[src/rtl/assert_macros.svh]
// Assertion macros shared by the walking pattern scan RTL.
// No dependencies; synthesis builds see empty bodies.
`ifndef ASSERT_MACROS_SVH
`define ASSERT_MACROS_SVH

`ifndef SYNTHESIS
`define WPCS_ASSERT(lbl, clk, rst, prop) \
  lbl: assert property (@(posedge clk) disable iff (rst) (prop)) \
    else $error("%m: assertion failed");
`define WPCS_ASSERT_IMPL(lbl, clk, rst, ante, cons) \
  lbl: assert property (@(posedge clk) disable iff (rst) (ante) |-> (cons)) \
    else $error("%m: assertion failed");
`define WPCS_ASSERT_NEXT(lbl, clk, rst, ante, cons) \
  lbl: assert property (@(posedge clk) disable iff (rst) (ante) |=> (cons)) \
    else $error("%m: assertion failed");
`else
`define WPCS_ASSERT(lbl, clk, rst, prop)
`define WPCS_ASSERT_IMPL(lbl, clk, rst, ante, cons)
`define WPCS_ASSERT_NEXT(lbl, clk, rst, ante, cons)
`endif

`endif

[src/rtl/wpcs_pkg.sv]
// Shared constants, types and walk-step helpers for the walking pattern scan.
// No dependencies.
`default_nettype none

package wpcs_pkg;

  localparam int MAX_COLS   = 1024;
  localparam int MAX_WALK   = 32;
  localparam int COL_W      = $clog2(MAX_COLS);
  localparam int CNT_W      = $clog2(MAX_COLS + 1);
  localparam int PFX_W      = $clog2(MAX_WALK);
  localparam int LEN_W      = 6;
  localparam int VAL_W      = 32;
  localparam int DIR_W      = 31;
  localparam int COLS_W     = 11;
  localparam int CFG_IDX_W  = 3;
  localparam int CFG_DATA_W = 32;
  localparam int CMP_W      = (PFX_W + 1 > LEN_W) ? PFX_W + 1 : LEN_W;

  typedef logic [PFX_W-1:0] pfx_t;

  typedef enum logic [CFG_IDX_W-1:0] {
    REG_WALK_LENGTH     = 3'd0,
    REG_WALK_VALUES     = 3'd1,
    REG_WALK_DIRECTIONS = 3'd2,
    REG_MATRIX_COLS     = 3'd3,
    REG_ROW_ORDER       = 3'd4
  } cfg_reg_t;

  typedef struct packed {
    logic [LEN_W-1:0] walk_length;
    logic [VAL_W-1:0] walk_values;
    logic [DIR_W-1:0] walk_directions;
    logic [CNT_W-1:0] cols_eff;
  } wpcs_cfg_t;

  typedef struct packed {
    logic match;
    pfx_t nv;
    pfx_t nh;
  } step_res_t;

  // Value bit of walk step p; steps beyond the register read as 0
  function automatic logic walk_value_bit(input logic [VAL_W-1:0] word, input pfx_t p);
    logic [VAL_W-1:0] sh;
    sh = word >> p;
    return sh[0];
  endfunction

  // Direction bit of walk step p; steps beyond the register read as 0
  function automatic logic walk_dir_bit(input logic [DIR_W-1:0] word, input pfx_t p);
    logic [DIR_W-1:0] sh;
    sh = word >> p;
    return sh[0];
  endfunction

  // True when extending prefix p completes a walk of length len
  function automatic logic walk_done(input pfx_t p, input logic [LEN_W-1:0] len);
    logic [CMP_W-1:0] p1;
    logic [CMP_W-1:0] l;
    p1 = CMP_W'(p) + CMP_W'(1);
    l  = CMP_W'(len);
    return (p1 == l) && (l <= CMP_W'(MAX_WALK));
  endfunction

  // Prefix plus one, held at the top step
  function automatic pfx_t sat_inc(input pfx_t p);
    return (p == pfx_t'(MAX_WALK - 1)) ? p : p + pfx_t'(1);
  endfunction

endpackage

`default_nettype wire

[src/rtl/wpcs_step.sv]
// Cell update of the walking pattern scan: extends the vertical and
// horizontal prefixes of one cell. Depends on wpcs_pkg.
`default_nettype none

module wpcs_step (
  input  wpcs_pkg::wpcs_cfg_t cfg,
  input  logic                cell_value,
  input  wpcs_pkg::pfx_t      vp,
  input  wpcs_pkg::pfx_t      hp,
  output wpcs_pkg::step_res_t res
);
  import wpcs_pkg::*;

  logic ok_v, ok_h, done_v, done_h, side_v, side_h;
  pfx_t next_v, next_h;

  // Decide per prefix whether the cell may extend it and where it goes
  always_comb begin
    ok_v   = cell_value || !walk_value_bit(cfg.walk_values, vp);
    ok_h   = cell_value || !walk_value_bit(cfg.walk_values, hp);
    done_v = ok_v && walk_done(vp, cfg.walk_length);
    done_h = ok_h && walk_done(hp, cfg.walk_length);
    side_v = walk_dir_bit(cfg.walk_directions, vp);
    side_h = walk_dir_bit(cfg.walk_directions, hp);
    next_v = sat_inc(vp);
    next_h = sat_inc(hp);
  end

  // Take the larger candidate for each direction
  always_comb begin
    res.match = done_v || done_h;
    res.nv    = vp;
    res.nh    = hp;
    if (ok_v && !side_v && next_v > res.nv) res.nv = next_v;
    if (ok_v &&  side_v && next_v > res.nh) res.nh = next_v;
    if (ok_h && !side_h && next_h > res.nv) res.nv = next_h;
    if (ok_h &&  side_h && next_h > res.nh) res.nh = next_h;
  end

endmodule

`default_nettype wire

[config.mk]
export PLATFORM = sky130hd
export DESIGN_NAME = wpcs_step
export DESIGN_NICKNAME = d
export VERILOG_FILES = /design/src/rtl/assert_macros.svh /design/src/rtl/wpcs_pkg.sv /design/src/rtl/wpcs_step.sv
export SDC_FILE = /design/constraint.sdc
export NUM_CORES = 1
export LEC_CHECK = 0
export ABC_AREA = 1
export BUFFER_PORTS_ARGS = -buffer_cell sky130_fd_sc_hd__buf_2
export CAP_MARGIN = 40
export CORE_MARGIN = 1
export CORE_UTILIZATION = 56
export DETAILED_ROUTE_END_ITERATION = 8
export GPL_TIMING_DRIVEN = 0
export PLACE_DENSITY = 0.95
export SLEW_MARGIN = 5
export SYNTH_ARGS = -nofsm -noshare
export SYNTH_HDL_FRONTEND = slang
export SYNTH_SLANG_ARGS = --single-unit
[constraint.sdc]
create_clock -name vclk -period 13
set_clock_uncertainty 0.1 [all_clocks]
set_input_delay 2.6 -clock vclk [all_inputs]
set_output_delay 2.6 -clock vclk [all_outputs]
set_load 0.02 [all_outputs]
==> metrics <==
largest net degree at the start of global routing 11; Hold-fix buffers, CTS 0; post-DP HPWL a little over 7 mm; Final min period 9.61 ns; Peak VDD IR 0.0277 mV; final critical-path setup slack about 3.4 ns; # rows 24; DR WL/cell 14.3 um; maximum clock rate around 100 MHz; initial antenna violation count 0; clock share of power 0; Final nets 718; Slowest cell on crit path ha_1; drc violations 0; setup bufs post-CTS 0; final hold viol count 0; I/O pin total 102; Slew Limit Fails 0; Worst Tran Pin Value between 0.6 and 0.7 ns; vias in the first global route 3,509; fin crit share 0.740; synth unique cells 36; total grt overflow 0; CP Cell Sequence buf_2 > clkinv_1 > nor2_1 > ha_1 > o21ai_0 > ha_1 > nand4_1 > o221ai_1 > o21ai_0 > nor2_4 > nand2_1 > nand2_1 > nand2_1 > ha_1 > nand2_1 > inv_1 > nand3_1 > o211ai_1 > o21ai_0 > a21oi_2 > nand2_1 > nand3_1 > nand2_1 > buf_2; leak pwr 1.84 nW; Initial Util 0.587; Die W 69.8 um; total of clock buffers placed in the layout 0; CORE AREA between 4000 and 5000 um2; slowest cell delay on critical path 0.39 ns; Crit path required time around 10 ns; Mapped Nets 626; register area 0 um2; final setup violation count 0; P_sw 0.0953 mW; Hold Path Class in2out; Startpoint Class primary input; status finished clean; first-pass GRT wire length between 15 and 20 mm; Routed Antenna Nets 0; worst-path fanout max 8; FILL cells roughly 400; sequential cells 0; top-count cell post-synth nand2_1; Gate power share 1.000; Total Die Area around 5000 um2; Iter 0 DRT Violations 486; PortBufs 90; via count 3,909; GP Congestion 0.969; first drt pass iteration count 6; Flop pwr share 0; Vias/cell 6.00; final setup TNS 0 ns; Synth area leader nand2_1; sequential area share after synthesis 0; share of post-route cells with drive strength above 1 0.214; Ant. Diodes 0; cell mode on critical path nand2_1; cells after synthesis 509; main area contributors after synthesis nand2_1, nand3_1, ha_1; total wire length 9.30 mm; arrival time at the worst endpoint 6.91 ns; footprint of the multi-input gates 2270 um2; PwrDens 48.9 nW/um2; Area growth, synth to finish 20.0%; cell internal pwr 0.0558 mW; top-area cell type share of the netlist area 0.334; number of max-cap violations 0; synth cell count leaders nand2_1, nand3_1, inv_1; Resize count post-CTS 0; post-place setup slack roughly 3.6 ns; Crit Path Class in2out; Slew HR 0.553; Post-Synthesis Mean Instance Area 5.05 um2; RSZ-0062 raised after global routing no; GR Util All Layers 0.369; YS warnings 0; Sw Share 0.631; die height 69.8 um; CP endpoint kind primary output; Syn Std Cell Area between 2000 and 3000 um2
## power groups by stage
| stage | combinational, mW | sequential (mW) | clock [mW] |
|---|---|---|---|
| after global routing | 0.167 | 0 | 0 |
| after global placement | 0.142 | 0 | 0 |
| after floorplan | 0.100 | 0 | 0 |
| final | 0.151 | 0 | 0 |
| after detailed placement | 0.147 | 0 | 0 |
| after CTS | 0.147 | 0 | 0 |
## critical path, delay by kind of cell
family / cells / cell delay (ns)
AO/OA/AOI/OAI: 6 / 1.15
adder cells (fa/ha/maj): 3 / 0.99
buffers and inverters: 4 / 0.72
AND/OR/NAND/NOR: 11 / 1.43
## per-layer routing
metal  vias up  global-route usage  share of wire
met5         -                   0              0
met4         0               0.140          0.038
met3        47              0.0189           0.12
met2       326               0.626           0.46
met1      1689               0.487           0.38
li1       1847                   -              -
## metrics by stage
step                      instance area [um2]  hold WS [ns]  total power, mW  utilization  std cells
after floorplan                          2570          5.33            0.100            -        509
after global placement                   3090          5.53            0.142        0.704        651
after detailed placement                 3090          5.56            0.147        0.704        651
after CTS                                3090          5.56            0.147        0.704        651
after global routing                     3090          5.60            0.167        0.704        651
final                                    3090          5.55            0.151        0.704        651
## layout by cell type, fill, tap and decap left out, types with 2 or more instances in the layout
cell      instances
a21boi_0          3
a21oi_1          13
and2_1            2
buf_2           100
buf_4             8
buf_6             4
ha_1             26
inv_1            33
inv_2             4
nand2_1         229
nand2_2           4
nand3_1         100
nand3b_1          3
nor2_1           17
nor2_4            3
nor3_1            4
o211ai_1          5
o21ai_0          12
xnor2_1           4
xor2_1            9
## kinds of logic (layout without fill, tap and decap cells)
family,after synthesis,count (layout),share of synthesized area
simple gates,367,367,0.612
buf+inv,61,151,0.118
compound gates,42,42,0.0987
fa+ha+maj,26,26,0.126
xor+xnor,13,13,0.0443
## final timing paths
path,depth (start not counted),start,slack [ns],to
max,24,vp[3],3.39,res[4]
min,5,cfg[77],5.55,res[10]
## area by class of cell
| cell class | count | area share |
|---|---|---|
| plain buffers | 22 | 0.0502 |
| repair buffers | 90 | 0.146 |
| well taps | 52 | 0.0211 |
| multi-input cells | 448 | 0.735 |
| inverters | 39 | 0.0482 |
Note: power is estimated with default switching activity, not from simulation.
