$ cat src/rtl/assert_macros.svh
// Assertion macros shared by the walking pattern scan RTL.
// No dependencies; synthesis builds see empty bodies.
`ifndef ASSERT_MACROS_SVH
`define ASSERT_MACROS_SVH

`ifndef SYNTHESIS
`define WPCS_ASSERT(lbl, clk, rst, prop) \
  lbl: assert property (@(posedge clk) disable iff (rst) (prop)) \
    else $error("%m: assertion failed");
`define WPCS_ASSERT_IMPL(lbl, clk, rst, ante, cons) \
  lbl: assert property (@(posedge clk) disable iff (rst) (ante) |-> (cons)) \
    else $error("%m: assertion failed");
`define WPCS_ASSERT_NEXT(lbl, clk, rst, ante, cons) \
  lbl: assert property (@(posedge clk) disable iff (rst) (ante) |=> (cons)) \
    else $error("%m: assertion failed");
`else
`define WPCS_ASSERT(lbl, clk, rst, prop)
`define WPCS_ASSERT_IMPL(lbl, clk, rst, ante, cons)
`define WPCS_ASSERT_NEXT(lbl, clk, rst, ante, cons)
`endif

`endif

$ cat src/rtl/wpcs_pkg.sv
// Shared constants, types and walk-step helpers for the walking pattern scan.
// No dependencies.
`default_nettype none

package wpcs_pkg;

  localparam int MAX_COLS   = 1024;
  localparam int MAX_WALK   = 32;
  localparam int COL_W      = $clog2(MAX_COLS);
  localparam int CNT_W      = $clog2(MAX_COLS + 1);
  localparam int PFX_W      = $clog2(MAX_WALK);
  localparam int LEN_W      = 6;
  localparam int VAL_W      = 32;
  localparam int DIR_W      = 31;
  localparam int COLS_W     = 11;
  localparam int CFG_IDX_W  = 3;
  localparam int CFG_DATA_W = 32;
  localparam int CMP_W      = (PFX_W + 1 > LEN_W) ? PFX_W + 1 : LEN_W;

  typedef logic [PFX_W-1:0] pfx_t;

  typedef enum logic [CFG_IDX_W-1:0] {
    REG_WALK_LENGTH     = 3'd0,
    REG_WALK_VALUES     = 3'd1,
    REG_WALK_DIRECTIONS = 3'd2,
    REG_MATRIX_COLS     = 3'd3,
    REG_ROW_ORDER       = 3'd4
  } cfg_reg_t;

  typedef struct packed {
    logic [LEN_W-1:0] walk_length;
    logic [VAL_W-1:0] walk_values;
    logic [DIR_W-1:0] walk_directions;
    logic [CNT_W-1:0] cols_eff;
  } wpcs_cfg_t;

  typedef struct packed {
    logic match;
    pfx_t nv;
    pfx_t nh;
  } step_res_t;

  // Value bit of walk step p; steps beyond the register read as 0
  function automatic logic walk_value_bit(input logic [VAL_W-1:0] word, input pfx_t p);
    logic [VAL_W-1:0] sh;
    sh = word >> p;
    return sh[0];
  endfunction

  // Direction bit of walk step p; steps beyond the register read as 0
  function automatic logic walk_dir_bit(input logic [DIR_W-1:0] word, input pfx_t p);
    logic [DIR_W-1:0] sh;
    sh = word >> p;
    return sh[0];
  endfunction

  // True when extending prefix p completes a walk of length len
  function automatic logic walk_done(input pfx_t p, input logic [LEN_W-1:0] len);
    logic [CMP_W-1:0] p1;
    logic [CMP_W-1:0] l;
    p1 = CMP_W'(p) + CMP_W'(1);
    l  = CMP_W'(len);
    return (p1 == l) && (l <= CMP_W'(MAX_WALK));
  endfunction

  // Prefix plus one, held at the top step
  function automatic pfx_t sat_inc(input pfx_t p);
    return (p == pfx_t'(MAX_WALK - 1)) ? p : p + pfx_t'(1);
  endfunction

endpackage

`default_nettype wire

$ cat src/rtl/wpcs_cfg_regs.sv
// Configuration register file of the walking pattern scan.
// Depends on wpcs_pkg.
`default_nettype none

module wpcs_cfg_regs (
  input  logic                                clk,
  input  logic                                rst,
  input  logic                                cfg_valid,
  output logic                                cfg_ready,
  input  logic [wpcs_pkg::CFG_IDX_W-1:0]      cfg_index,
  input  logic [wpcs_pkg::CFG_DATA_W-1:0]     cfg_data,
  output wpcs_pkg::wpcs_cfg_t                 cfg
);
  import wpcs_pkg::*;

  logic [LEN_W-1:0]  walk_length;
  logic [VAL_W-1:0]  walk_values;
  logic [DIR_W-1:0]  walk_directions;
  logic [COLS_W-1:0] matrix_cols;
  logic              cfg_fire;

  // Always able to take a write
  assign cfg_ready = 1'b1;
  assign cfg_fire  = cfg_valid && cfg_ready;

  // Decode the register index and latch the data
  always_ff @(posedge clk) begin
    if (rst) begin
      walk_length     <= LEN_W'(2);
      walk_values     <= VAL_W'(3);
      walk_directions <= '0;
      matrix_cols     <= COLS_W'(MAX_COLS);
    end else if (cfg_fire) begin
      unique case (cfg_reg_t'(cfg_index))
        REG_WALK_LENGTH:     walk_length     <= cfg_data[LEN_W-1:0];
        REG_WALK_VALUES:     walk_values     <= cfg_data[VAL_W-1:0];
        REG_WALK_DIRECTIONS: walk_directions <= cfg_data[DIR_W-1:0];
        REG_MATRIX_COLS:     matrix_cols     <= cfg_data[COLS_W-1:0];
        // Row order only tells how the host feeds rows; no storage needed
        REG_ROW_ORDER:       ;
        default:             ;
      endcase
    end
  end

  // Fold an out-of-range column count onto the full width
  always_comb begin
    cfg.walk_length     = walk_length;
    cfg.walk_values     = walk_values;
    cfg.walk_directions = walk_directions;
    if (matrix_cols == '0 || CNT_W'(matrix_cols) > CNT_W'(MAX_COLS)) begin
      cfg.cols_eff = CNT_W'(MAX_COLS);
    end else begin
      cfg.cols_eff = CNT_W'(matrix_cols);
    end
  end

endmodule

`default_nettype wire

$ cat config.mk
export PLATFORM = sky130hd
export DESIGN_NAME = wpcs_cfg_regs
export DESIGN_NICKNAME = d
export VERILOG_FILES = /design/src/rtl/assert_macros.svh /design/src/rtl/wpcs_pkg.sv /design/src/rtl/wpcs_cfg_regs.sv
export SDC_FILE = /design/constraint.sdc
export NUM_CORES = 1
export LEC_CHECK = 0
export BUFFER_PORTS_ARGS = -buffer_cell sky130_fd_sc_hd__buf_2
export CAP_MARGIN = 20
export CORE_AREA = 3 3 73 109
export CTS_CLUSTER_SIZE = 25
export DETAILED_ROUTE_END_ITERATION = 10
export DIE_AREA = 0 0 76 112
export PLACE_DENSITY = 0.69
export SYNTH_ARGS = -nofsm -noshare
export SYNTH_HDL_FRONTEND = slang
export SYNTH_SLANG_ARGS = --single-unit
$ cat constraint.sdc
create_clock -name clk -period 1.08 [get_ports clk]
set_input_delay 0.054 -clock clk [delete_from_list [all_inputs] [get_ports clk]]
set_output_delay 0.054 -clock clk [all_outputs]
set_load 0.01 [all_outputs]
==> impl_metrics.ini <==
[outcome]
outcome = complete, but fails checks
violations = setup timing

[power_and_ir_drop]
vdd_drop_max_mv = 1.29
cellLeakagePower_nw = 1.91
p_per_area_nw_per_um2 = 1340

[sta]
rsz0062_at_grt = true
timing.final.ws_setup_ps = -287
timing_hold_violations_final = 0
setup_violating_endpoint_count_in_the_final_report = 10
setup_total_negative_slack_ps = -976
final.period_utilization_pct = 127
timing_max_transition_violations_final = 0
max_clock_freq_mhz = 732
fin_crit_period_ps = 1370
final_worst_clock_skew_ps = 0

[grt]
grt_start_max_net_pins = 33
track_usage_pct = 20.3
global_route_wire_length_before_repair_um = 13800
grt_remaining_overflow = 0
grt_antenna_before_repair = 0
first_global_vias = 2891

[cells_and_area]
final_layout_size_suffix_gt1_share_pct = 33.3
design.final.nets = 562
final_cell_mix = sky130_fd_sc_hd__nand2_1, sky130_fd_sc_hd__buf_2, sky130_fd_sc_hd__dfxtp_1
diode_insertion_count_for_antenna_repair = 0
areaGrowthSynthToFinish_pct = 52.3
postLayoutCoreUtil_pct = 62.2
layout.cells.most_common = sky130_fd_sc_hd__nand2_1

[floorplan]
start_util_pct = 40.9
dieArea_sq_um = 8510
core.rowCount = 38
ios = 119
core_area_sq_um = 7180
fp.dieW_um = 76
dieHeight_um = 112

[cts]
tritoncts = built
clk_path_buf_depth = 2
cts_inserted_buffers = 9
tritoncts_num_sinks = 80
clock_insertion_delay_worst_skew_ps = 350
cts_htree_levels = 3
clk_transition_reported_paths_ps = 80
clk_root_buffer_cell = sky130_fd_sc_hd__clkbuf_8

[setup_path]
crit_path_end_kind = primary output
r2r_cells = 4
critPathRequiredTime_ps = 1030
worst_setup_path_start_kind = flip-flop
critPathMaxFanout = 2
arrival_ps = 1310
crit_type = reg -> out

[flow_run]
max-cap-violations = 0

[min_path]
min-delay-path-class = in -> reg
holdPathStages = 2

[drt]
drcViolationCount = 0
routed_wl_um = 8670
first_iter_violations = 161
wl_per_cell_um = 13.8
detail_route.vias_per_cell = 4.81
drt_pass1_iterations = 4
via_count = 3028
postRouteAntennaNets = 0

[synth]
syn-cell-area_sq_um = 2930
yosys_register_bits = 80
post_synth.cell_area_avg_sq_um = 8.08
synthCells = 363
yosysWarnings = 0
postSynthNetCount = 401
synth.lib_cells_used.distinct = 20
share_of_the_yosys_chip_area_belonging_to_registers_pct = 54.6

[place]
portBuffers = 117
finalWeightedCongestion = 0.808
hpwl_um = 5670
[final cells by class]
cell class                 count  area, sq um
timing repair buffer         177         1240
fill                         616         2710
clock inverter                 5         81.3
sequential                    80         1610
multi-input combinational    256         1280
clock buffer                  11          131
tap                          100          125
[flip-flops by register name (all words and copies together), names as in the netlist]
name	flops
walk_directions	31
matrix_cols	11
walk_values	32
walk_length	6
[Yosys cell counts]
| cell | count | share of area [%] |
|---|---|---|
| sky130_fd_sc_hd__nand2_1 | 148 | 19 |
| sky130_fd_sc_hd__dfxtp_1 | 80 | 55 |
| sky130_fd_sc_hd__a21oi_1 | 71 | 12 |
| sky130_fd_sc_hd__buf_2 | 12 | 2.0 |
| sky130_fd_sc_hd__clkbuf_1 | 11 | 1.4 |
| sky130_fd_sc_hd__nor2b_1 | 11 | 2.3 |
| sky130_fd_sc_hd__nor2_1 | 6 | 0.77 |
| sky130_fd_sc_hd__mux2i_1 | 5 | 1.7 |
| sky130_fd_sc_hd__buf_4 | 4 | 1.0 |
| sky130_fd_sc_hd__nand3b_1 | 3 | 0.77 |
| sky130_fd_sc_hd__nand4bb_1 | 2 | 0.77 |
| sky130_fd_sc_hd__nor4_1 | 2 | 0.43 |
| sky130_fd_sc_hd__a211o_1 | 1 | 0.30 |
| sky130_fd_sc_hd__a31o_2 | 1 | 0.30 |
| sky130_fd_sc_hd__and4b_1 | 1 | 0.34 |
| sky130_fd_sc_hd__and4bb_4 | 1 | 0.55 |
| sky130_fd_sc_hd__conb_1 | 1 | 0.13 |
| sky130_fd_sc_hd__nand4b_1 | 1 | 0.30 |
| sky130_fd_sc_hd__nor4b_4 | 1 | 0.81 |
| sky130_fd_sc_hd__nor4bb_1 | 1 | 0.34 |
[what timing repair did]
item,4_1_cts,5_1_grt
setup endpoints to repair,11,11
pin swaps,2,0
resized for setup,13,20
hold endpoints to repair,77,0
setup buffers,2,4
hold buffers,32,0
[metal layers]
layer / wire (um) / up-vias / global-route usage [%] / part of all wire [%]
li1: - / 1502 / - / -
met1: 3250 / 1396 / 21.4 / 37
met2: 4730 / 102 / 37.1 / 55
met3: 366 / 28 / 4.21 / 4.2
met4: 326 / 0 / 11.5 / 3.8
met5: 0 / - / 0 / 0
[worst max-delay path, cell delays in order (launching register included)]
cell and delay (ps):
sky130_fd_sc_hd__dfxtp_2 340, sky130_fd_sc_hd__nor4_4 250, sky130_fd_sc_hd__buf_4 150, sky130_fd_sc_hd__a31o_4 130, sky130_fd_sc_hd__buf_6 90
[path summary, 6_finish.rpt]
kind	start	endpoint	slack, ps
hold / removal	rst	walk_length[5]$_SDFFE_PP0P_	130
setup reg to reg	matrix_cols[0]$_SDFFE_PP0P_	matrix_cols[0]$_SDFFE_PP0P_	270
setup / recovery	matrix_cols[3]$_SDFFE_PP0P_	cfg[10]	-290
hold reg to reg	walk_values[29]$_SDFFE_PP0P_	walk_values[29]$_SDFFE_PP0P_	450
[report_power, final]
group	switching (W)	total, W	internal (W)
logic	0.000293	0.000592	0.000299
registers	0.0000395	0.00305	0.00301
clock network	0.00105	0.00235	0.00130
total	0.00138	0.00599	0.00461
[logic make-up (layout without fill, tap and decap cells)]
logic type	count (synthesis)	after routing	share of synthesized area [%]
muxes	5	5	1.71
other	1	1	0.128
and+or+nand+nor	177	177	26.4
DFF	80	80	54.6
buffers and inverters	27	193	4.48
AOI/OAI and AO/OA	73	73	12.7
[per-stage QoR]
step | cells | power [W] | cell area (sq um) | worst slack, ps | hold WS (ps)
floorplan | 363 | 0.00332 | 2930 | 84.6 | 172
global placement | 575 | 0.00358 | 3750 | -40.3 | 298
detailed placement | 575 | 0.00359 | 3750 | -39.2 | 312
CTS | 625 | 0.00602 | 4350 | -287 | 111
global route | 629 | 0.00622 | 4470 | -370 | 120
finish | 629 | 0.00599 | 4470 | -287 | 127
Power figures use the tool's default switching activity.
